--- src/rtl/apcf_pkg.sv ---
// Shared types and constants of the ADC piecewise calibration filter.
// Depends on nothing; every rtl file imports it.
package apcf_pkg;

	localparam int CODE_W         = 24;
	localparam int VAL_W          = 48;
	localparam int DIV_W          = 73;
	localparam int DIVR_W         = 24;
	localparam int CAL_POINTS_DEF = 16;
	localparam int AVG_LEN_DEF    = 16;

	localparam logic [1:0] ST_OK        = 2'd0;
	localparam logic [1:0] ST_OVER_CODE = 2'd1;
	localparam logic [1:0] ST_OVER_RNG  = 2'd2;
	localparam logic [1:0] ST_FULL      = 2'd3;

	localparam logic REG_MAX_CODE  = 1'b0;
	localparam logic REG_RANGE_MAX = 1'b1;

	localparam logic [50:0] QUOT_CAP = {1'b1, 50'd0};

	typedef enum logic [3:0] {
		S_IDLE,
		S_SCAN_REQ,
		S_SCAN_CHK,
		S_PAIR_REQ,
		S_PAIR_LO,
		S_PAIR_HI,
		S_MUL_LO,
		S_MUL_HI,
		S_MUL_SUM,
		S_DIV_INT,
		S_RING_RD,
		S_RING_UPD,
		S_DIV_AVG,
		S_RESULT
	} state_t;

	typedef struct packed {
		logic              start;
		logic [DIV_W-1:0]  dividend;
		logic [DIVR_W-1:0] divisor;
	} div_req_t;

	typedef struct packed {
		logic             busy;
		logic             done;
		logic [DIV_W-1:0] quotient;
	} div_rsp_t;

endpackage

--- src/rtl/apcf_tab.sv ---
// Calibration point memory: one word holds the code and the value of a point.
// Depends on apcf_pkg.
module apcf_tab
	import apcf_pkg::*;
#(
	parameter int CAL_POINTS = CAL_POINTS_DEF
) (
	input  logic                          clk,
	input  logic                          we,
	input  logic [$clog2(CAL_POINTS)-1:0] waddr,
	input  logic [CODE_W+VAL_W-1:0]       wdata,
	input  logic [$clog2(CAL_POINTS)-1:0] raddr,
	output logic [CODE_W+VAL_W-1:0]       rdata
);

	logic [CODE_W+VAL_W-1:0] mem [CAL_POINTS];

	always_ff @(posedge clk) begin
		if (we) begin
			mem[waddr] <= wdata;
		end
		rdata <= mem[raddr];
	end

endmodule

--- config.mk ---
export PLATFORM = sky130hd
export DESIGN_NAME = apcf_tab
export DESIGN_NICKNAME = d
export VERILOG_FILES = /design/src/rtl/apcf_pkg.sv /design/src/rtl/apcf_tab.sv
export SDC_FILE = /design/constraint.sdc
export NUM_CORES = 1
export LEC_CHECK = 0
export BUFFER_PORTS_ARGS = -buffer_cell sky130_fd_sc_hd__buf_2
export CORE_ASPECT_RATIO = 1.25
export CORE_MARGIN = 10
export CORE_UTILIZATION = 25
export DETAILED_ROUTE_END_ITERATION = 10
export SLEW_MARGIN = 20
export SYNTH_ARGS = -nofsm -noshare
export SYNTH_HDL_FRONTEND = slang
export SYNTH_SLANG_ARGS = --single-unit
--- constraint.sdc ---
create_clock -name clk -period 12.6 [get_ports clk]
set_input_delay 0.63 -clock clk [delete_from_list [all_inputs] [get_ports clk]]
set_output_delay 0.63 -clock clk [all_outputs]
set_load 0.02 [all_outputs]
==> impl_metrics.yaml <==
layout:
  fin_cells: 4550
  finalNetCount: 2156
  drive_gt1_frac: 0.318
  utilization: 0.295
  area_growth_pct: 17.5
power_and_ir_drop:
  power.density_nw_per_um2: 165
  power_leakage_uw: 0.0163
  vdd_ir_drop_max_v: 0.000128
hold_path:
  min_path_type: "in2reg"
  worstHoldStart: "wdata[37]"
  holdPathStages: 1
  min_to: "mem[15][37]$_DFFE_PP_"
synthesis:
  synth-seq-cells: 1224
  yosys.area.top_type: "edfxtp_1"
  synth-edff-count: 1152
  netlist_area_um2: 44600
  synthCells: 1850
  yosysSeqAreaShare: 0.809
  synth_top_cells_by_count: "1152 x edfxtp_1, 288 x mux4_2, 144 x a22oi_1, 73 x nand2_1, 72 x dfxtp_1"
  yosysTopAreaCellShare: 0.776
  synth.top_cells.by_area: "edfxtp_1 78%, mux4_2 15%, dfxtp_1 3.2%"
  async_flop_share: 0
  ys_types: 18
  synth.most_common_cell: "edfxtp_1"
  syn-num-nets: 1932
  ys_warn_count: 0
  syn_area_per_cell_um2: 24.1
  ys.flop_type: "edfxtp_1"
setup_path:
  path_class: "in2reg"
  rrSetupSlack_ns: 11.23
  ff2ff_path_depth: 3
  startpoint_type: "primary input"
  endpoint_kind: "flip-flop"
  reg2reg_from: "mem[11][38]$_DFFE_PP_"
  critPathMaxFanout: 101
  cp.arrival_ns: 3.91
  timing.critical_path.required_ns: 13.18
  rr_endpoint: "rdata[38]$_DFF_P_"
global_routing:
  grtUsageTotal: 0.111
  grt_pass1_vias: 21406
  grt.overflow.total: 0
  grt_pass1_wl_um: 158000
  grt_max_degree: 124
  antenna_found_initial: 47
clock_network:
  cts.path.max_buffers: 3
  cts_resized: 0
  cts_tree: "yes"
  cts_setup_buffers: 0
  numCtsBuffers: 121
  clk_pin_slew_ns: 0.06
  htreeDepth: 3
  clock-sinks: 1224
  cts_root_buf: "clkbuf_16"
  clkLatencyLatePin_ns: 0.74
  cts_hold_buf: 0
sta:
  fin_crit_sh: 0.264
  relSlewSlack: 0.258
  drv_slew: 0
  hold_slack_ns: 0.240
  timing.final.crit_period_ns: 3.33
  rsz0062_at_grt: "no"
  setup_tns_ns: 0
  fmax_mhz: 300
  clock_skew_ns: 0.0761
  finalSetupViolations: 0
  tightestPinTransition_ns: 1.11
  hold_violations: 0
die:
  die_height_um: 492
  ioPinCount: 154
  core_um2: 177000
  floorplan.rows: 173
  die_x_um: 398
  dieArea_um2: 196000
  initial_core_util: 0.251
placement:
  gp_congestion: 0.667
  place_inst: 4313
  io_buffers: 153
  dp_hpwl_um: 56400
routing:
  dr_total_vias: 20231
  avgRoutedWirePerCell_um: 24.4
  first_pass_iters: 5
  drtIter0Drc: 1780
  drc_errors: 0
  viasPerCell: 4.45
  drtAntennaViolNets: 0
  wl_um: 111000
run_status:
  status: "completed"
run:
  drv_cap: 0
==> sequential cells by signal, indices dropped and copies added, names as in the netlist <==
signal,flops
mem,1152
rdata,72
==> worst max path at each step <==
stage | slack [ns] | endpoint | startpoint
2_1_floorplan | 5.98 | mem[0][0]$_DFFE_PP_ | waddr[2]
3_3_place_gp | 8.44 | rdata[55]$_DFF_P_ | raddr[0]
3_5_place_dp | 8.43 | rdata[49]$_DFF_P_ | raddr[0]
4_1_cts | 9.19 | rdata[45]$_DFF_P_ | raddr[0]
5_1_grt | 8.87 | rdata[54]$_DFF_P_ | raddr[0]
6_report | 9.27 | rdata[45]$_DFF_P_ | raddr[0]
==> stage by stage <==
step	power, uW	area, um2	setup WS, ns
after CTS	8750	52300	9.19
after floorplan	4910	44600	5.98
final	8650	52400	9.27
after global placement	5100	48300	8.44
after detailed placement	5110	48300	8.43
after global routing	8950	52300	8.87
==> routing by layer <==
metal  part of all wire  vias to the layer above  wire length [um]  GRT usage
li1                   -                     8382                 -          -
met1               0.43                    10933             48000      0.151
met2               0.47                      657             51900      0.174
met3              0.077                      213              8580     0.0293
met4              0.021                       46              2340     0.0297
met5             0.0027                        -               301          0
==> placed cells by master (no fill, tap or decap), drive strengths merged, types with 6 or more instances in the layout <==
cell type,instances
mux4,288
clkinv,40
nand2,73
clkbuf,167
a22oi,144
inv,7
dfxtp,72
diode,7
edfxtp,1152
nor2,13
buf,196
bufinv,10
clkinvlp,6
==> final cells by class <==
type | instances | area (um2)
Antenna cell | 7 | 17.5
Clock buffer | 167 | 3370
Clock inverter | 63 | 716
Fill cell | 17173 | 125000
Multi-Input combinational cell | 531 | 8110
Sequential cell | 1224 | 36000
Tap cell | 2362 | 2960
Timing Repair Buffer | 196 | 1160
==> critical path, cell delays in order <==
cell and delay (ns):
buf_8 0.52, buf_12 0.66, buf_4 0.89, mux4_2 0.62, a22oi_1 0.22, nand2_1 0.08
==> report_power, final <==
part,internal [uW],leakage (uW),switching (uW)
Sequential,4550,0.0110,36.7
Combinational,157,0.00334,267
Clock,2090,0.00199,1550
Total,6800,0.0163,1850
==> kinds of logic (layout without fill, tap and decap cells) <==
kind of cell,after synthesis,in the layout,synth area share
flops,1224,1224,0.809
mux,288,288,0.146
compound gates,144,144,0.0243
simple gates,99,99,0.00904
buf+inv,95,426,0.0122
other cells,0,7,0
No activity file was read; power rests on OpenSTA's default activity.
