File: config.mk
export PLATFORM = sky130hd
export DESIGN_NAME = apcf_div
export DESIGN_NICKNAME = d
export VERILOG_FILES = /design/src/rtl/apcf_pkg.sv /design/src/rtl/apcf_div.sv
export SDC_FILE = /design/constraint.sdc
export NUM_CORES = 1
export LEC_CHECK = 0
export ABC_AREA = 1
export BUFFER_PORTS_ARGS = -buffer_cell sky130_fd_sc_hd__buf_2
export CAP_MARGIN = 20
export CORE_AREA = 2 2 103 130
export CTS_CLUSTER_SIZE = 25
export DETAILED_ROUTE_END_ITERATION = 10
export DIE_AREA = 0 0 105 132
export PLACE_DENSITY = 0.85
export SLEW_MARGIN = 10
export SYNTH_ARGS = -nofsm -noshare
export SYNTH_HDL_FRONTEND = slang
export SYNTH_SLANG_ARGS = --single-unit
File: constraint.sdc
create_clock -name clk -period 4.96 [get_ports clk]
set_clock_uncertainty 0.1 [all_clocks]
set_input_delay 0.496 -clock clk [delete_from_list [all_inputs] [get_ports clk]]
set_output_delay 0.496 -clock clk [all_outputs]
set_load 0.02 [all_outputs]
File: src/rtl/apcf_pkg.sv
// Shared types and constants of the ADC piecewise calibration filter.
// Depends on nothing; every rtl file imports it.
package apcf_pkg;

	localparam int CODE_W         = 24;
	localparam int VAL_W          = 48;
	localparam int DIV_W          = 73;
	localparam int DIVR_W         = 24;
	localparam int CAL_POINTS_DEF = 16;
	localparam int AVG_LEN_DEF    = 16;

	localparam logic [1:0] ST_OK        = 2'd0;
	localparam logic [1:0] ST_OVER_CODE = 2'd1;
	localparam logic [1:0] ST_OVER_RNG  = 2'd2;
	localparam logic [1:0] ST_FULL      = 2'd3;

	localparam logic REG_MAX_CODE  = 1'b0;
	localparam logic REG_RANGE_MAX = 1'b1;

	localparam logic [50:0] QUOT_CAP = {1'b1, 50'd0};

	typedef enum logic [3:0] {
		S_IDLE,
		S_SCAN_REQ,
		S_SCAN_CHK,
		S_PAIR_REQ,
		S_PAIR_LO,
		S_PAIR_HI,
		S_MUL_LO,
		S_MUL_HI,
		S_MUL_SUM,
		S_DIV_INT,
		S_RING_RD,
		S_RING_UPD,
		S_DIV_AVG,
		S_RESULT
	} state_t;

	typedef struct packed {
		logic              start;
		logic [DIV_W-1:0]  dividend;
		logic [DIVR_W-1:0] divisor;
	} div_req_t;

	typedef struct packed {
		logic             busy;
		logic             done;
		logic [DIV_W-1:0] quotient;
	} div_rsp_t;

endpackage

File: src/rtl/apcf_div.sv
// Restoring divider, one quotient bit per cycle, used for the interpolation
// quotient. Depends on apcf_pkg.
module apcf_div
	import apcf_pkg::*;
(
	input  logic     clk,
	input  logic     arst_n,
	input  div_req_t req,
	output div_rsp_t rsp
);

	localparam int CW = $clog2(DIV_W + 1);

	logic              busy_q;
	logic              done_q;
	logic [CW-1:0]     cnt_q;
	logic [DIVR_W-1:0] rem_q;
	logic [DIVR_W-1:0] dvs_q;
	logic [DIV_W-1:0]  quo_q;
	logic [DIVR_W:0]   trial;
	logic              take;

	always_comb begin
		trial = {rem_q, quo_q[DIV_W-1]};
		take  = trial >= {1'b0, dvs_q};
	end

	always_ff @(posedge clk or negedge arst_n) begin
		if (!arst_n) begin
			busy_q <= 1'b0;
			done_q <= 1'b0;
			cnt_q  <= '0;
		end else begin
			done_q <= 1'b0;
			if (req.start) begin
				busy_q <= 1'b1;
				cnt_q  <= CW'(DIV_W);
			end else if (busy_q) begin
				cnt_q <= cnt_q - 1'b1;
				if (cnt_q == CW'(1)) begin
					busy_q <= 1'b0;
					done_q <= 1'b1;
				end
			end
		end
	end

	always_ff @(posedge clk) begin
		if (req.start) begin
			quo_q <= req.dividend;
			dvs_q <= req.divisor;
			rem_q <= '0;
		end else if (busy_q) begin
			rem_q <= take ? DIVR_W'(trial - {1'b0, dvs_q}) : trial[DIVR_W-1:0];
			quo_q <= {quo_q[DIV_W-2:0], take};
		end
	end

	assign rsp.busy     = busy_q;
	assign rsp.done     = done_q;
	assign rsp.quotient = quo_q;

	a_no_restart: assert property (@(posedge clk) disable iff (!arst_n)
		req.start |-> !busy_q)
		else $error("divider started while busy");

	a_done_after_busy: assert property (@(posedge clk) disable iff (!arst_n)
		done_q |-> $past(busy_q))
		else $error("divider done without a run");

endmodule

==> reports/qor.csv <==
metric,value,unit
Psw,1.456,mW
largest net degree at the start of global routing,91,
DR iter-0 viols,411,
clock sinks,130,
Max-Cap Viols,0,
Resized cells post-CTS,0,
Core Region,12550,um2
Fmax,341.3,MHz
Sum Neg Setup Slack,0,ns
Worst Reg2Reg Path Length in Cells,9,
post-DR vias/cell,5.179,
"top cells by area, synth","edfxtp_1, nand2_1, inv_1",
Leak,4.763,nW
Fillers,956,
worst reg2reg path startpoint,rem_q[21]$_SDFFE_PP0P_,
max_slew headroom,0.3221,
worst-margin pin slew,1.013,ns
CP required,5.02,ns
wire length of the first global-routing pass,30.55,mm
R2R Path End,quo_q[0]$_DFFE_PP_,
CP top delay family,simple AND/OR/NAND/NOR gates,
"Slowest-stage cell, CP",a21oi_4,
gr usage total,0.2767,
Mean Syn Cell Area,7.747,um2
H-tree depth,4,
DR DRC count,0,
Switching Fraction,0.3590,
Worst setup EP type,flip-flop,
Final Critical Period,2.930,ns
WL final,18.73,mm
Tightest Hold Check Type,primary input to flip-flop,
ys async rst share,0.06923,
status,finished clean,
Die H,132,um
Peak supply drop,0.2783,mV
Buffers on Ports,174,
Routed wire per std cell,14.50,um
Seq pwr share,0.352,
CP Max Fanout,25,
post-route cell area,8901,um2
Setup CP Type,flip-flop to flip-flop,
nets,1239,
#FFs+latches synth,130,
post-synth top area share,0.3983,
Worst Path Buf+Inv,0,
routed wl met2,9.656,mm
combinational power share,0.339,
"critical path, cell by cell",ha_1 -> a21oi_1 -> nor2_1 -> nor2_1 -> nand2_1 -> a21oi_4 -> nand3_4 -> nand2_1 -> nand2_1,
met1 WL,7.064,mm
Num CTS Buffers,17,
met3 wire length,1.471,mm
"CTS clk-pin slew, worst paths",0.06,ns
Placed Area,8300,um2
PD cells,455.6,nW/um2
Finish-stage setup viols,0,
CTS root buffer,clkbuf_16,
# IOs,175,
Initial Utilization,0.5829,
Top Metal Used,met4,
flop-to-flop setup slack,2.03,ns
internal cell power,2.600,mW
worst-case hold path end point,dvs_q[20]$_DFFE_PP_,
post-CTS setup repair buffer count,0,
Unique masters post-synth,36,
CTS max path bufs,2,
Die ar.,13860,um2
Std-Cell Rows,46,
syn_nets,1071,
RSZ-0062 raised after global routing,no,
CTS tree,done,
Syn Inst Count,944,
fin crit share,0.5908,
crit start category,flip-flop,
placer's final routability congestion estimate,0.9717,
CP dominant cell by count,nand2_1,
clock power share,0.310,
antenna violations before repair,0,
vias in the first global route,6522,
clk_lat worst skew,0.41,ns
fraction of layout cells with a size suffix above 1,0.2064,
die width,105,um
ANT cells,0,
Detail Placement HPWL,13.37,mm
Min-Delay Path Depth,1,
Worst path max stage delay,0.61,ns
main flop type after synthesis,edfxtp_1,
Worst Path Arrival,2.99,ns
Synth Warn #,0,
area of the mapped netlist,7313,um2
"Seq/Total Area, Yosys",0.4948,
min-delay src,req[20],
final worst slack,2.030,ns
Area Overhead vs Synth,21.71,%
worst slack at placement,2.083,ns
"EDFF count, synth",97,
DR pass1 iterations,5,
Final Slew Violations,0,
DRT antenna net count,0,
vias,6691,
largest area contributor in the netlist,edfxtp_1,
gr ovfl total,0,
final hold viol count,0,
[timing repair]
item / 4_1_cts / 5_1_grt
hold endpoints to repair: 9 / 0
setup endpoints to repair: 0 / 0
hold buffers: 1 / 0
[cells in the mapped netlist (2+ instances only)]
master	number
nand2_1	416
inv_1	145
edfxtp_1	97
nand3_1	48
nor2_1	42
nand4_1	30
ha_1	26
dfxtp_1	24
clkbuf_1	16
a21oi_1	15
o21ai_0	11
xnor2_1	10
dfrtp_1	9
nand3_2	8
buf_2	6
o21ai_1	6
buf_1	5
nor2_2	4
nand2_2	3
nor3_1	3
buf_4	2
buf_6	2
inv_2	2
o21ai_2	2
[placed cells by master, fill, tap and decap left out, drive strengths merged, types with 4 or more instances in the layout]
cell      n
a21oi    16
buf     179
clkbuf   18
clkinv    6
dfrtp     9
dfxtp    24
edfxtp   97
ha       26
inv     148
nand2   419
nand3    57
nand4    30
nor2     46
nor3      4
o21ai    19
xnor2    10
[worst reg2reg max path: stages, from the launching register on]
cell and delay, ns:
dfxtp_1 0.33, ha_1 0.39, a21oi_1 0.24, nor2_1 0.07
nor2_1 0.10, nand2_1 0.10, a21oi_4 0.61, nand3_4 0.51
nand2_1 0.18, nand2_1 0.06
[cell type report]
class                   instances  area, um2  share of cell area
clock inverters                13      161.4             0.01813
clock buffers                  18      429.2             0.04821
multi-input cells             636       2997              0.3367
well taps                     168      210.2             0.02362
flip-flops and latches        130       3618              0.4065
repair buffers                180      933.4              0.1049
inverters                     147      551.8             0.06199
[through the flow]
step                        util  power, mW  std cells  hold slack (ns)
after floorplan                -      2.454        944           0.1004
after global placement    0.6600      2.761       1259           0.2570
after detailed placement  0.6615      2.784       1260           0.2601
after CTS                 0.7094      4.050       1292           0.1492
after global routing      0.7094      4.301       1292           0.1409
final                     0.7094      4.055       1292           0.1579
[state kept, by name (all words and copies together) (netlist names)]
signal  count
busy_q      1
cnt_q       7
done_q      1
dvs_q      24
quo_q      73
rem_q      24
[power groups by stage]
stage / combinational, mW / clock [mW] / sequential, mW
6_report: 1.37 / 1.26 / 1.43
5_1_grt: 1.54 / 1.32 / 1.44
4_1_cts: 1.37 / 1.26 / 1.42
3_5_place_dp: 1.34 / 0 / 1.44
3_3_place_gp: 1.32 / 0 / 1.44
2_1_floorplan: 0.952 / 0 / 1.50
[layer usage]
metal / vias up / GRT usage
met5: - / 0
met4: 0 / 0.1119
met3: 43 / 0.06080
met2: 308 / 0.4946
met1: 3035 / 0.3200
li1: 3305 / -
[worst max path at each step]
| stage | from | to | slack, ns | depth (start not counted) |
|---|---|---|---|---|
| 2_1_floorplan | req[97] | quo_q[0]$_DFFE_PP_ | 1.28 | 4 |
| 3_3_place_gp | req[97] | quo_q[11]$_DFFE_PP_ | 1.84 | 4 |
| 3_5_place_dp | dvs_q[22]$_DFFE_PP_ | quo_q[0]$_DFFE_PP_ | 2.08 | 10 |
| 4_1_cts | dvs_q[10]$_DFFE_PP_ | quo_q[0]$_DFFE_PP_ | 2.05 | 12 |
| 5_1_grt | dvs_q[22]$_DFFE_PP_ | rem_q[6]$_SDFFE_PP0P_ | 1.80 | 11 |
| 6_report | rem_q[21]$_SDFFE_PP0P_ | quo_q[0]$_DFFE_PP_ | 2.03 | 9 |
[kinds of logic (layout without fill, tap and decap cells)]
family	Yosys count	count (layout)	share of synthesized area
AOI/OAI and AO/OA	38	38	0.02943
buffers and inverters	178	358	0.09547
and+or+nand+nor	560	560	0.3199
adders and majority gates	27	27	0.04722
xor gates and xnor gates	11	11	0.01317
DFF	130	130	0.4948
(Power assumes the default switching activity.)
