## src/rtl/apcf_pkg.sv

```systemverilog
// Shared types and constants of the ADC piecewise calibration filter.
// Depends on nothing; every rtl file imports it.
package apcf_pkg;

	localparam int CODE_W         = 24;
	localparam int VAL_W          = 48;
	localparam int DIV_W          = 73;
	localparam int DIVR_W         = 24;
	localparam int CAL_POINTS_DEF = 16;
	localparam int AVG_LEN_DEF    = 16;

	localparam logic [1:0] ST_OK        = 2'd0;
	localparam logic [1:0] ST_OVER_CODE = 2'd1;
	localparam logic [1:0] ST_OVER_RNG  = 2'd2;
	localparam logic [1:0] ST_FULL      = 2'd3;

	localparam logic REG_MAX_CODE  = 1'b0;
	localparam logic REG_RANGE_MAX = 1'b1;

	localparam logic [50:0] QUOT_CAP = {1'b1, 50'd0};

	typedef enum logic [3:0] {
		S_IDLE,
		S_SCAN_REQ,
		S_SCAN_CHK,
		S_PAIR_REQ,
		S_PAIR_LO,
		S_PAIR_HI,
		S_MUL_LO,
		S_MUL_HI,
		S_MUL_SUM,
		S_DIV_INT,
		S_RING_RD,
		S_RING_UPD,
		S_DIV_AVG,
		S_RESULT
	} state_t;

	typedef struct packed {
		logic              start;
		logic [DIV_W-1:0]  dividend;
		logic [DIVR_W-1:0] divisor;
	} div_req_t;

	typedef struct packed {
		logic             busy;
		logic             done;
		logic [DIV_W-1:0] quotient;
	} div_rsp_t;

endpackage

```

## src/rtl/apcf_ring.sv

```systemverilog
// Moving-average sample ring: memory plus per-entry valid flags so that
// entries never written read as zero. Depends on apcf_pkg.
module apcf_ring
	import apcf_pkg::*;
#(
	parameter int AVERAGE_LENGTH = AVG_LEN_DEF,
	parameter int RPW = (AVERAGE_LENGTH > 1) ? $clog2(AVERAGE_LENGTH) : 1
) (
	input  logic                    clk,
	input  logic                    arst_n,
	input  logic                    we,
	input  logic [RPW-1:0]          waddr,
	input  logic signed [VAL_W-1:0] wdata,
	input  logic [RPW-1:0]          raddr,
	output logic signed [VAL_W-1:0] rdata
);

	logic [VAL_W-1:0]          mem [AVERAGE_LENGTH];
	logic [AVERAGE_LENGTH-1:0] valid_q;
	logic [VAL_W-1:0]          mem_rd_q;
	logic                      vld_rd_q;

	always_ff @(posedge clk or negedge arst_n) begin
		if (!arst_n) begin
			valid_q  <= '0;
			vld_rd_q <= 1'b0;
		end else begin
			if (we) begin
				valid_q[waddr] <= 1'b1;
			end
			vld_rd_q <= valid_q[raddr];
		end
	end

	always_ff @(posedge clk) begin
		if (we) begin
			mem[waddr] <= wdata;
		end
		mem_rd_q <= mem[raddr];
	end

	assign rdata = vld_rd_q ? $signed(mem_rd_q) : '0;

endmodule

```

## config.mk

```make
export PLATFORM = sky130hd
export DESIGN_NAME = apcf_ring
export DESIGN_NICKNAME = d
export VERILOG_FILES = /design/src/rtl/apcf_pkg.sv /design/src/rtl/apcf_ring.sv
export SDC_FILE = /design/constraint.sdc
export NUM_CORES = 1
export LEC_CHECK = 0
export ABC_AREA = 1
export BUFFER_PORTS_ARGS = -buffer_cell sky130_fd_sc_hd__buf_2
export CAP_MARGIN = 20
export CORE_ASPECT_RATIO = 0.75
export CORE_MARGIN = 2
export CORE_UTILIZATION = 25
export DETAILED_ROUTE_END_ITERATION = 16
export PLACE_DENSITY_LB_ADDON = 0.3
export SETUP_SLACK_MARGIN = 0.1
export SLEW_MARGIN = 40
export SYNTH_ARGS = -nofsm -noshare
export SYNTH_HDL_FRONTEND = slang
export SYNTH_SLANG_ARGS = --single-unit
```

## constraint.sdc

```tcl
create_clock -name clk -period 1.33 [get_ports clk]
set_input_delay 0 -clock clk [delete_from_list [all_inputs] [get_ports clk]]
set_output_delay 0 -clock clk [all_outputs]
set_load 0.005 [all_outputs]
```

==> metrics.md, run 1 <==
| Metric | Value |
|---|---|
| Sequential-to-total area share from yosys stat | 0.696 |
| Mean Syn Cell Area | 10.5 µm² |
| Classification of the worst-slack hold path | in2async |
| Maximum number of pins on one net before global-route repair | 57 |
| Achievable Freq | just over 600 MHz |
| Antenna violations before repair | 2 |
| Power density over the cells | 1350 nW/µm² |
| Slew headroom | 0.648 |
| Synthesized instance count | about 3.4k |
| Wire length of the first global-routing pass | 145 mm |
| Violations in the final reports | negative setup slack |
| Drc violations | 0 |
| Required time of the worst setup path | 1330 ps |
| Area of the die | between 100000 and 150000 µm² |
| Vert. Die Dim | 329 µm |
| Number of CTS-inserted buffers | 82 |
| Number of rows in the core area | 119 |
| #FFs+latches synth | between 800 and 900 |
| Die boundary width | 437 µm |
| Number of sinks on the clock net | approximately 830 |
| Highest-count cells in the layout ignoring fill and taps | sky130_fd_sc_hd__nand2_1, sky130_fd_sc_hd__edfxtp_1, sky130_fd_sc_hd__inv_1 |
| Count of endpoints failing setup in the final report | 48 |
| Net count of the finished layout | 3633 |
| P&R area growth vs syn | 21.4% |
| Final count of hold timing violations | 0 |
| Total power consumption of the routed design | about 58 mW |
| Wire length per cell | 17.7 µm |
| Initial cell density of the core | 0.251 |
| Max-cap violations | 0 |
| Number of top-level design ports | about 110 |
| Skew final | 16.4 ps |
| Clk buf depth | 3 |
| Global route overflow | 0 |
| Largest fanout on the critical path | 16 |
| Total leakage power | 18.1 nW |
| Yosys warnings | 0 |
| Endpoint kind of the worst setup timing path | primary output |
| Measured slew at the worst slew-check pin | between 500 and 600 ps |
| Startpoint kind of the worst setup timing path | register |
| Total of buffers placed on input and output ports | approximately 110 |
| Crit share post-route | 1.24 |
| Final standard cell area without fillers | around 43000 µm² |
| Smallest setup slack after layout | -316 ps |
| CP startpoint | vld_rd_q |
| Final Core Density | 0.305 |
| Critical path arrival | 1650 ps |
| Worst-path clk slew | 70 ps |
| Placeable core region | roughly 140000 µm² |
| Clock insertion delay at the later pin of the skew report | between 600 and 700 ps |
| Final wirelength | 97.8 mm |
| Final estimated routing congestion in global placement | 0.748 |
| WHS | roughly 4.1 ps |
| Master cell of the clock root buffer | sky130_fd_sc_hd__clkbuf_16 |
| Number of fill cells | 14.4k |
| Final worst path period need | 1650 ps |
| Worst vdd rail ir drop | 0.000925 V |
| DRT antenna net count | 0 |
| Multi-input gate area | between 7000 and 8000 µm² |
| Number of cells in the finished layout apart from fillers | 5516 |
| Share of layout cells above drive strength 1 | 0.111 |
| Distinct cell type count of the synthesized netlist | 16 |
| Number of vias after detailed routing | between 20k and 25k |
| DP HPWL | 57.5 mm |
| Avg Vias per Cell | 4.16 |
| Worst reg2reg startpoint | mem[13][4] |
| Antenna cells | 0 |
| Placed Cells incl. Taps | between 5k and 6k |
| Synthesized net count | 3411 |
| Vias in the first global route | approximately 22k |
| Most common cell after layout, fill and taps aside | sky130_fd_sc_hd__nand2_1 |
| Maximum level of the CTS H-tree | 3 |
| Seq. cell area | 24400 µm² |
| TritonCTS clock tree | done |
| Crit Path Class | reg2out |
| Placed inst area | 39100 µm² |
| Overall Global Routing Usage | 0.134 |
| Number of optimization iterations in the first detailed-route pass | 5 |
| Syn Std Cell Area | 35100 µm² |
| Setup repair after global routing missed its margin | yes |
| Outcome | complete, but fails checks |
| Max-slew violations | 0 |
| Iteration-0 DRC count of the detailed router | 1759 |
==> synth_stat cells <==
cell type                     n  share of area
sky130_fd_sc_hd__buf_1       16         0.0017
sky130_fd_sc_hd__buf_2       88          0.013
sky130_fd_sc_hd__buf_4        7         0.0015
sky130_fd_sc_hd__buf_6       43          0.014
sky130_fd_sc_hd__clkbuf_1    13         0.0014
sky130_fd_sc_hd__dfrtp_1     17          0.012
sky130_fd_sc_hd__dfxtp_1     48          0.027
sky130_fd_sc_hd__edfxtp_1   768           0.66
sky130_fd_sc_hd__inv_1      644          0.069
sky130_fd_sc_hd__inv_2        1        0.00011
sky130_fd_sc_hd__inv_4        1        0.00018
sky130_fd_sc_hd__inv_6        1        0.00025
sky130_fd_sc_hd__nand2_1   1079           0.12
sky130_fd_sc_hd__nand3_1    592          0.084
sky130_fd_sc_hd__nor2_1      18         0.0019
sky130_fd_sc_hd__o21ai_0     16         0.0023
==> layout make-up <==
cell class,count,area share
Sequential cell,833,0.573
Multi-Input combinational cell,1705,0.173
Timing Repair Buffer,305,0.0772
Inverter,647,0.0579
Clock buffer,120,0.0563
Tap cell,1875,0.0550
Clock inverter,31,0.00751
==> registers in the layout, indices dropped and copies added (netlist names) <==
name and count:
mem 768, valid_q 16, mem_rd_q 48, vld_rd_q 1
==> metrics by stage <==
stage | worst slack, ps | TNS, ps
after global placement | -109 | -28820
after CTS | -364 | -27860
after global routing | -400 | -17680
final | -316 | -12980
after detailed placement | -96.6 | -31100
after floorplan | -62.2 | -25060
==> where the power goes <==
part           internal, mW  total (mW)  switching, mW
combinational          1.46        4.34           2.88
sequential             29.3        29.4          0.175
clock                  13.7        23.9           10.2
total                  44.4        57.7           13.2
==> cell families after synthesis <==
kind of cell | count (synthesis) | synth area share
buffers and inverters | 814 | 0.100
flip-flops | 833 | 0.696
AND/OR/NAND/NOR | 1689 | 0.202
AO/OA/AOI/OAI | 16 | 0.00228
==> metal layers <==
| metal | global-route usage | wire length [µm] | vias to the layer above |
|---|---|---|---|
| met3 | 0.0213 | 4680 | 105 |
| met2 | 0.203 | 42700 | 523 |
| li1 | - | - | 11200 |
| met4 | 0.0296 | 1620 | 0 |
| met5 | 0 | 0 | - |
| met1 | 0.199 | 48800 | 11200 |
==> critical path: stages (launching register included) <==
cell and delay [ps]:
sky130_fd_sc_hd__dfrtp_2 470, sky130_fd_sc_hd__clkbuf_16 270, sky130_fd_sc_hd__nand2_1 80, sky130_fd_sc_hd__inv_1 60
sky130_fd_sc_hd__buf_2 100
==> timing repair <==
action / 4_1_cts / 5_1_grt
endpoints found under the setup margin: 48 / 627
hold buffers: 60 / 1
hold endpoints to repair: 826 / 9
pin swaps: 0 / 4
gates resized for setup: 4 / 14
gates cloned: 0 / 7
setup buffers: 0 / 2
==> path summary, 6_finish.rpt <==
kind                          endpoint  depth (start not counted)  slack (ps)
max in group asynchronous     vld_rd_q                          3         990
max                          rdata[44]                          4        -320
max reg2reg                mem_rd_q[4]                          6         240
min in group clk           valid_q[14]                          4          20
min reg2reg                 valid_q[5]                          2         460
min                        valid_q[11]                          3           4
No activity file was read; power rests on OpenSTA's default activity.
==> run 2: changes to the inputs <==
--- a/config.mk
+++ b/config.mk
@@ -10,11 +10,11 @@
 export CAP_MARGIN = 20
 export CORE_ASPECT_RATIO = 0.75
 export CORE_MARGIN = 2
-export CORE_UTILIZATION = 25
+export CORE_UTILIZATION = 45
 export DETAILED_ROUTE_END_ITERATION = 16
 export PLACE_DENSITY_LB_ADDON = 0.3
 export SETUP_SLACK_MARGIN = 0.1
-export SLEW_MARGIN = 40
 export SYNTH_ARGS = -nofsm -noshare
 export SYNTH_HDL_FRONTEND = slang
 export SYNTH_SLANG_ARGS = --single-unit
+export TNS_END_PERCENT = 1
==> run 2 against run 1 <==
Effect of this change: the flow finishes with violations (negative hold slack, negative setup slack); register-to-register slack lost 70 ps; cell count shrank 15%; via count grew 0.70%; fmax grew 8.4%; critical path depth is the same; combinational power shrank 4%; sequential power is essentially flat; utilization grew 23 points; worst setup slack gained 130 ps; die area shrank 44%; clock power shrank 3%; non-clock buffer count grew 10; critical path type unchanged; largest cell class unchanged; largest power group unchanged.
==> metrics.md, run 2 (synthesis gave the netlist of run 1 again) <==
| Metric | Value |
|---|---|
| Outcome | complete, but fails checks |
| Violations in the final reports | negative hold slack, negative setup slack |
| Overall Global Routing Usage | 0.214 |
| Skew final | about 24 ps |
| Setup Buffers After CTS | 0 |
| Count of endpoints failing setup in the final report | 48 |
| Initial cell density of the core | 0.456 |
| Number of CTS-inserted buffers | 80 |
| Placed Cells incl. Taps | roughly 4.5k |
| Master cell of the clock root buffer | sky130_fd_sc_hd__clkbuf_16 |
| Total met3 wirelength after detailed routing | about 5.2 mm |
| Total power consumption of the routed design | ~57 mW |
| Critical path arrival | 1520 ps |
| Highest-count cells in the layout ignoring fill and taps | sky130_fd_sc_hd__nand2_1, sky130_fd_sc_hd__edfxtp_1, sky130_fd_sc_hd__inv_1 |
| Largest fanout on the critical path | 25 |
| Total of buffers placed on input and output ports | 106 |
| Smallest setup slack after layout | -188 ps |
| Number of cells in the finished layout apart from fillers | 4683 |
| Endpoint kind of the worst setup timing path | primary output |
| Worst vdd rail ir drop | 0.00107 V |
| Maximum number of pins on one net before global-route repair | 74 |
| Clock insertion delay at the later pin of the skew report | 650 ps |
| Top register by number of flip-flops | mem |
| Slew headroom | 0.717 |
| Antenna cells | 0 |
| Avg Vias per Cell | 4.94 |
| Max-slew violations | 0 |
| Iteration-0 DRC count of the detailed router | 2210 |
| Die boundary width | 327 µm |
| Power density over the cells | 1360 nW/µm² |
| Max-cap violations | 0 |
| Final count of hold timing violations | 2 |
| TritonCTS clock tree | done |
| Clk buf depth | 3 |
| Number of top-level design ports | 107 |
| Final wirelength | 84.8 mm |
| Final worst path period need | ~1500 ps |
| Crit Path Class | reg2out |
| Drc violations | 0 |
| Required time of the worst setup path | 1330 ps |
| Placed inst area | 38300 µm² |
| Placeable core region | 77100 µm² |
| Achievable Freq | 659 MHz |
| Measured slew at the worst slew-check pin | 424 ps |
| Wire length of the first global-routing pass | around 130 mm |
| Area of the die | ~80000 µm² |
| Vias in the first global route | 22.5k |
| Most common cell after layout, fill and taps aside | sky130_fd_sc_hd__nand2_1 |
| DRT antenna net count | 0 |
| Final estimated routing congestion in global placement | 0.818 |
| Final TNS setup | -7440 ps |
| Routed length on met2 | 38.7 mm |
| Number of optimization iterations in the first detailed-route pass | 6 |
| DP HPWL | 51.4 mm |
| Startpoint kind of the worst setup timing path | register |
| Global route overflow | 0 |
| Setup slack after placement | -85.7 ps |
| WHS | -5.31 ps |
| Wire length the detailed router placed on met1 | about 39 mm |
| Wire length per cell | between 15 and 20 µm |
| Vert. Die Dim | 246 µm |
| Top Layer Used | met5 |
| Setup repair after global routing missed its margin | yes |
| Number of sinks on the clock net | roughly 830 |
| Total leakage power | between 15 and 20 nW |
| Worst-path clk slew | 60 ps |
| Number of vias after detailed routing | 23.1k |
| P&R area growth vs syn | 18.2% |
| Maximum level of the CTS H-tree | 3 |
| Classification of the worst-slack hold path | in2reg |
| Largest registers in the final layout | mem x768, mem_rd_q x48, valid_q x16 |
| Antenna violations before repair | 1 |
| Final standard cell area without fillers | 41500 µm² |
| Net count of the finished layout | 3641 |
| Crit share post-route | 1.14 |
| Final Core Density | 0.539 |
| Share of layout cells above drive strength 1 | 0.110 |
| Number of rows in the core area | 88 |
| Largest register FFs | 768 |
[run 2: path summary, 6_finish.rpt]
path | start | to | slack, ps | cells past startpoint
min in group asynchronous | arst_n | valid_q[15] | 470 | 4
worst max-delay path | vld_rd_q | rdata[20] | -190 | 4
worst min register to register | valid_q[4] | valid_q[4] | 460 | 2
max in group asynchronous | arst_n | vld_rd_q | 550 | 4
worst max register to register | valid_q[12] | valid_q[12] | 170 | 3
worst min-delay path | waddr[2] | valid_q[6] | -5 | 5
[run 2: where the power goes]
part	switching, mW	total [mW]	internal [mW]
Sequential	0.158	29.4	29.3
Clock	9.88	23.1	13.2
Combinational	2.71	4.17	1.46
Total	12.7	56.6	43.9
[run 2: repair_timing]
| action | 4_1_cts | 5_1_grt |
|---|---|---|
| setup endpoints to repair | 48 | 668 |
| resized for setup | 3 | 6 |
| hold buffers | 58 | 4 |
| pin swaps | 0 | 2 |
| hold endpoints to repair | 845 | 22 |
[run 2: area by class of cell]
cell class                      count  area, µm²
Fill cell                        6602      35500
Sequential cell                   833      24400
Multi-Input combinational cell   1705       7360
Timing Repair Buffer              315       3330
Inverter                          647       2470
Clock buffer                      104       2140
Tap cell                         1035       1290
Clock inverter                     44        475
[run 2: worst max-delay path: stages (launching register included)]
cell                      delay (ps)
sky130_fd_sc_hd__dfrtp_2         440
sky130_fd_sc_hd__buf_12          170
sky130_fd_sc_hd__nand2_1         100
sky130_fd_sc_hd__inv_1            40
sky130_fd_sc_hd__buf_2           110
[run 2: per-layer routing]
metal / up-vias / track usage
met3: 120 / 0.0344
met4: 2 / 0.0532
met1: 11100 / 0.311
li1: 11200 / -
met2: 675 / 0.336
met5: - / 0
==> run 3: changes to the inputs <==
--- a/config.mk
+++ b/config.mk
@@ -5,12 +5,12 @@
 export SDC_FILE = /design/constraint.sdc
 export NUM_CORES = 1
 export LEC_CHECK = 0
-export ABC_AREA = 1
 export BUFFER_PORTS_ARGS = -buffer_cell sky130_fd_sc_hd__buf_2
 export CAP_MARGIN = 20
 export CORE_ASPECT_RATIO = 0.75
 export CORE_MARGIN = 2
 export CORE_UTILIZATION = 45
+export CTS_CLUSTER_SIZE = 25
 export DETAILED_ROUTE_END_ITERATION = 16
 export PLACE_DENSITY_LB_ADDON = 0.3
 export SETUP_SLACK_MARGIN = 0.1
==> run 3 against run 2 <==
Effect of this change: the flow still finishes with violations (negative hold slack, negative setup slack); synthesized cell count decreased by 60%; wire length decreased by 20%; total power decreased by 1.9%; non-clock buffer count decreased by 22; register-to-register slack got worse by 120 ps; flip-flop and latch count unchanged; sequential power about the same; synthesized area decreased by 13%; critical path depth decreased by 1; global-route usage decreased by 1.7 points; first-iteration DRC count decreased by 35%; count of clock-buffer cells in the layout increased by 10; largest power group unchanged.
==> metrics.md, run 3 <==
| Metric | Value |
|---|---|
| Post-synthesis async set-or-reset flop share | 0.0204 |
| Overall Global Routing Usage | 0.196 |
| Cell taking the most area after synthesis | sky130_fd_sc_hd__edfxtp_1 |
| Avg Vias per Cell | 5.70 |
| Vert. Die Dim | ~230 µm |
| Classification of the worst-slack hold path | in2async |
| Number of CTS-inserted buffers | 80 |
| Largest fanout on the critical path | 26 |
| Post-synth EDFFs | roughly 770 |
| Final worst path period need | 1540 ps |
| Highest-count cells in the layout ignoring fill and taps | sky130_fd_sc_hd__edfxtp_1, sky130_fd_sc_hd__mux4_2, sky130_fd_sc_hd__buf_2 |
| Clock insertion delay at the later pin of the skew report | 630 ps |
| Final count of hold timing violations | 17 |
| Crit share post-route | 1.16 |
| #FFs+latches synth | 833 |
| Worst vdd rail ir drop | roughly 0.00092 V |
| Count of endpoints failing setup in the final report | 48 |
| Share of layout cells above drive strength 1 | 0.400 |
| Distinct cell type count of the synthesized netlist | 20 |
| Final standard cell area without fillers | roughly 37000 µm² |
| Yosys warnings | 0 |
| Largest register FFs | about 770 |
| Synthesized net count | approximately 1.4k |
| Startpoint kind of the worst setup timing path | register |
| Setup Buffers After CTS | 0 |
| Length in cells of the worst reg-to-reg path | 3 |
| Final wirelength | 67.7 mm |
| Vias in the first global route | 15.3k |
| Synthesized instance count | 1337 |
| Placeable core region | 67100 µm² |
| Setup slack after placement | -209 ps |
| Skew final | about 15 ps |
| Largest registers in the final layout | mem x768, mem_rd_q x48, valid_q x16 |
| Smallest setup slack after layout | -215 ps |
| Measured slew at the worst slew-check pin | 424 ps |
| TritonCTS clock tree | done |
| Most common flop cell mapped by yosys | sky130_fd_sc_hd__edfxtp_1 |
| WHS | -24.8 ps |
| Sequential-to-total area share from yosys stat | 0.797 |
| Drc violations | 0 |
| Most common cell after layout, fill and taps aside | sky130_fd_sc_hd__edfxtp_1 |
| P&R area growth vs syn | 22.2% |
| DP HPWL | 40.2 mm |
| Initial cell density of the core | 0.457 |
| Iteration-0 DRC count of the detailed router | 1437 |
| Outcome | complete, but fails checks |
| Top register by number of flip-flops | mem |
| Area of the die | 70300 µm² |
| Global route overflow | 0 |
| Number of rows in the core area | 82 |
| Number of sinks on the clock net | between 800 and 900 |
| Antenna violations before repair | 3 |
| Wire length of the first global-routing pass | 101 mm |
| Final estimated routing congestion in global placement | 0.740 |
| Die boundary width | between 300 and 400 µm |
| Final TNS setup | -9170 ps |
| Max-cap violations | 0 |
| Maximum level of the CTS H-tree | 3 |
| Number of vias after detailed routing | 14.8k |
| Master cell of the clock root buffer | sky130_fd_sc_hd__clkbuf_16 |
| Achievable Freq | between 600 and 700 MHz |
| Worst-path clk slew | 60 ps |
| Crit Path Class | reg2out |
| Antenna cells | 0 |
| Number of optimization iterations in the first detailed-route pass | 5 |
| Violations in the final reports | negative hold slack, negative setup slack |
| Required time of the worst setup path | 1330 ps |
| Slew headroom | 0.717 |
| DRT antenna net count | 0 |
| Cell types occupying the most area after synthesis | sky130_fd_sc_hd__edfxtp_1, sky130_fd_sc_hd__mux4_2, sky130_fd_sc_hd__dfxtp_1, sky130_fd_sc_hd__a22oi_1, sky130_fd_sc_hd__dfrtp_1 |
| Most numerous cell in the Yosys netlist | sky130_fd_sc_hd__edfxtp_1 |
| Setup repair after global routing missed its margin | yes |
| Power density over the cells | 1480 nW/µm² |
| Wire length per cell | roughly 26 µm |
| Maximum number of pins on one net before global-route repair | 42 |
| Syn Std Cell Area | 30700 µm² |
| Net count of the finished layout | 1701 |
| Endpoint kind of the worst setup timing path | primary output |
| Share of the synthesized area in the top cell type | 0.752 |
| Total of buffers placed on input and output ports | ~110 |
| Total leakage power | 12.3 nW |
| Max-slew violations | 0 |
| Mean Syn Cell Area | 22.9 µm² |
| Placed inst area | around 34000 µm² |
| Number of top-level design ports | ~110 |
| Clk buf depth | 3 |
| Critical path arrival | 1540 ps |
| Most numerous cell types in the synthesized netlist | sky130_fd_sc_hd__edfxtp_1, sky130_fd_sc_hd__mux4_2, sky130_fd_sc_hd__a22oi_1 |
==> run 3: power breakdown <==
part	switching, mW	total, mW	leakage, nW	internal (mW)
Clock	9.50	22.4	1.28	12.9
Sequential	0.249	29.6	7.52	29.4
Combinational	1.87	3.63	3.52	1.76
==> run 3: critical path: stages (launching register included) <==
cell                      delay, ps
sky130_fd_sc_hd__dfrtp_2        440
sky130_fd_sc_hd__buf_12         170
sky130_fd_sc_hd__and2_1         160
sky130_fd_sc_hd__buf_2          120
==> run 3: layer usage <==
layer | part of all wire | vias to the layer above | track usage
li1 | - | 6224 | -
met1 | 0.45 | 7948 | 0.289
met5 | 0.00046 | - | 0
met3 | 0.065 | 101 | 0.0406
met4 | 0.017 | 6 | 0.0457
met2 | 0.47 | 479 | 0.304
==> run 3: timing repair <==
item	in CTS	in global routing
hold endpoints to repair	834	0
pin swaps	50	99
hold buffers	53	0
endpoints found under the setup margin	92	98
resized for setup	53	37
==> run 3: per-stage QoR <==
stage                     instances  hold WS [ps]  utilization  power, mW
final                          2591         -24.8        0.559       55.6
after global routing           2591          8.27        0.559       57.4
after CTS                      2591          27.0        0.556       56.1
after detailed placement       2389         -59.0        0.506       33.5
after global placement         2389         -67.8        0.506       33.4
after floorplan                1337          -296            -       31.8
==> run 3: cell families (layout without fill, tap and decap cells) <==
group / count (synthesis) / after routing / share of synthesized area
flip-flops: 833 / 833 / 0.797
multiplexers: 196 / 196 / 0.144
AND/OR/NAND/NOR: 140 / 140 / 0.0234
AO/OA/AOI/OAI: 98 / 98 / 0.0240
buffers and inverters: 70 / 442 / 0.0119
==> run 3: final timing paths <==
path	endpoint	startpoint	slack (ps)
setup / recovery	rdata[34]	vld_rd_q	-210
hold / removal	valid_q[5]	arst_n	-20
setup reg to reg	mem_rd_q[21]	mem[2][21]	50
hold reg to reg	valid_q[2]	valid_q[2]	470
max in group asynchronous	vld_rd_q	arst_n	1050
min in group clk	mem[4][8]	waddr[0]	70
==> run 3: area by class of cell <==
| type | instances | area [µm²] |
|---|---|---|
| clock buffers | 114 | 2290 |
| multi-input cells | 434 | 6450 |
| well taps | 882 | 1100 |
| flip-flops and latches | 833 | 24400 |
| clock inverters | 35 | 307 |
| fillers | 5022 | 29600 |
| repair buffers | 293 | 2880 |
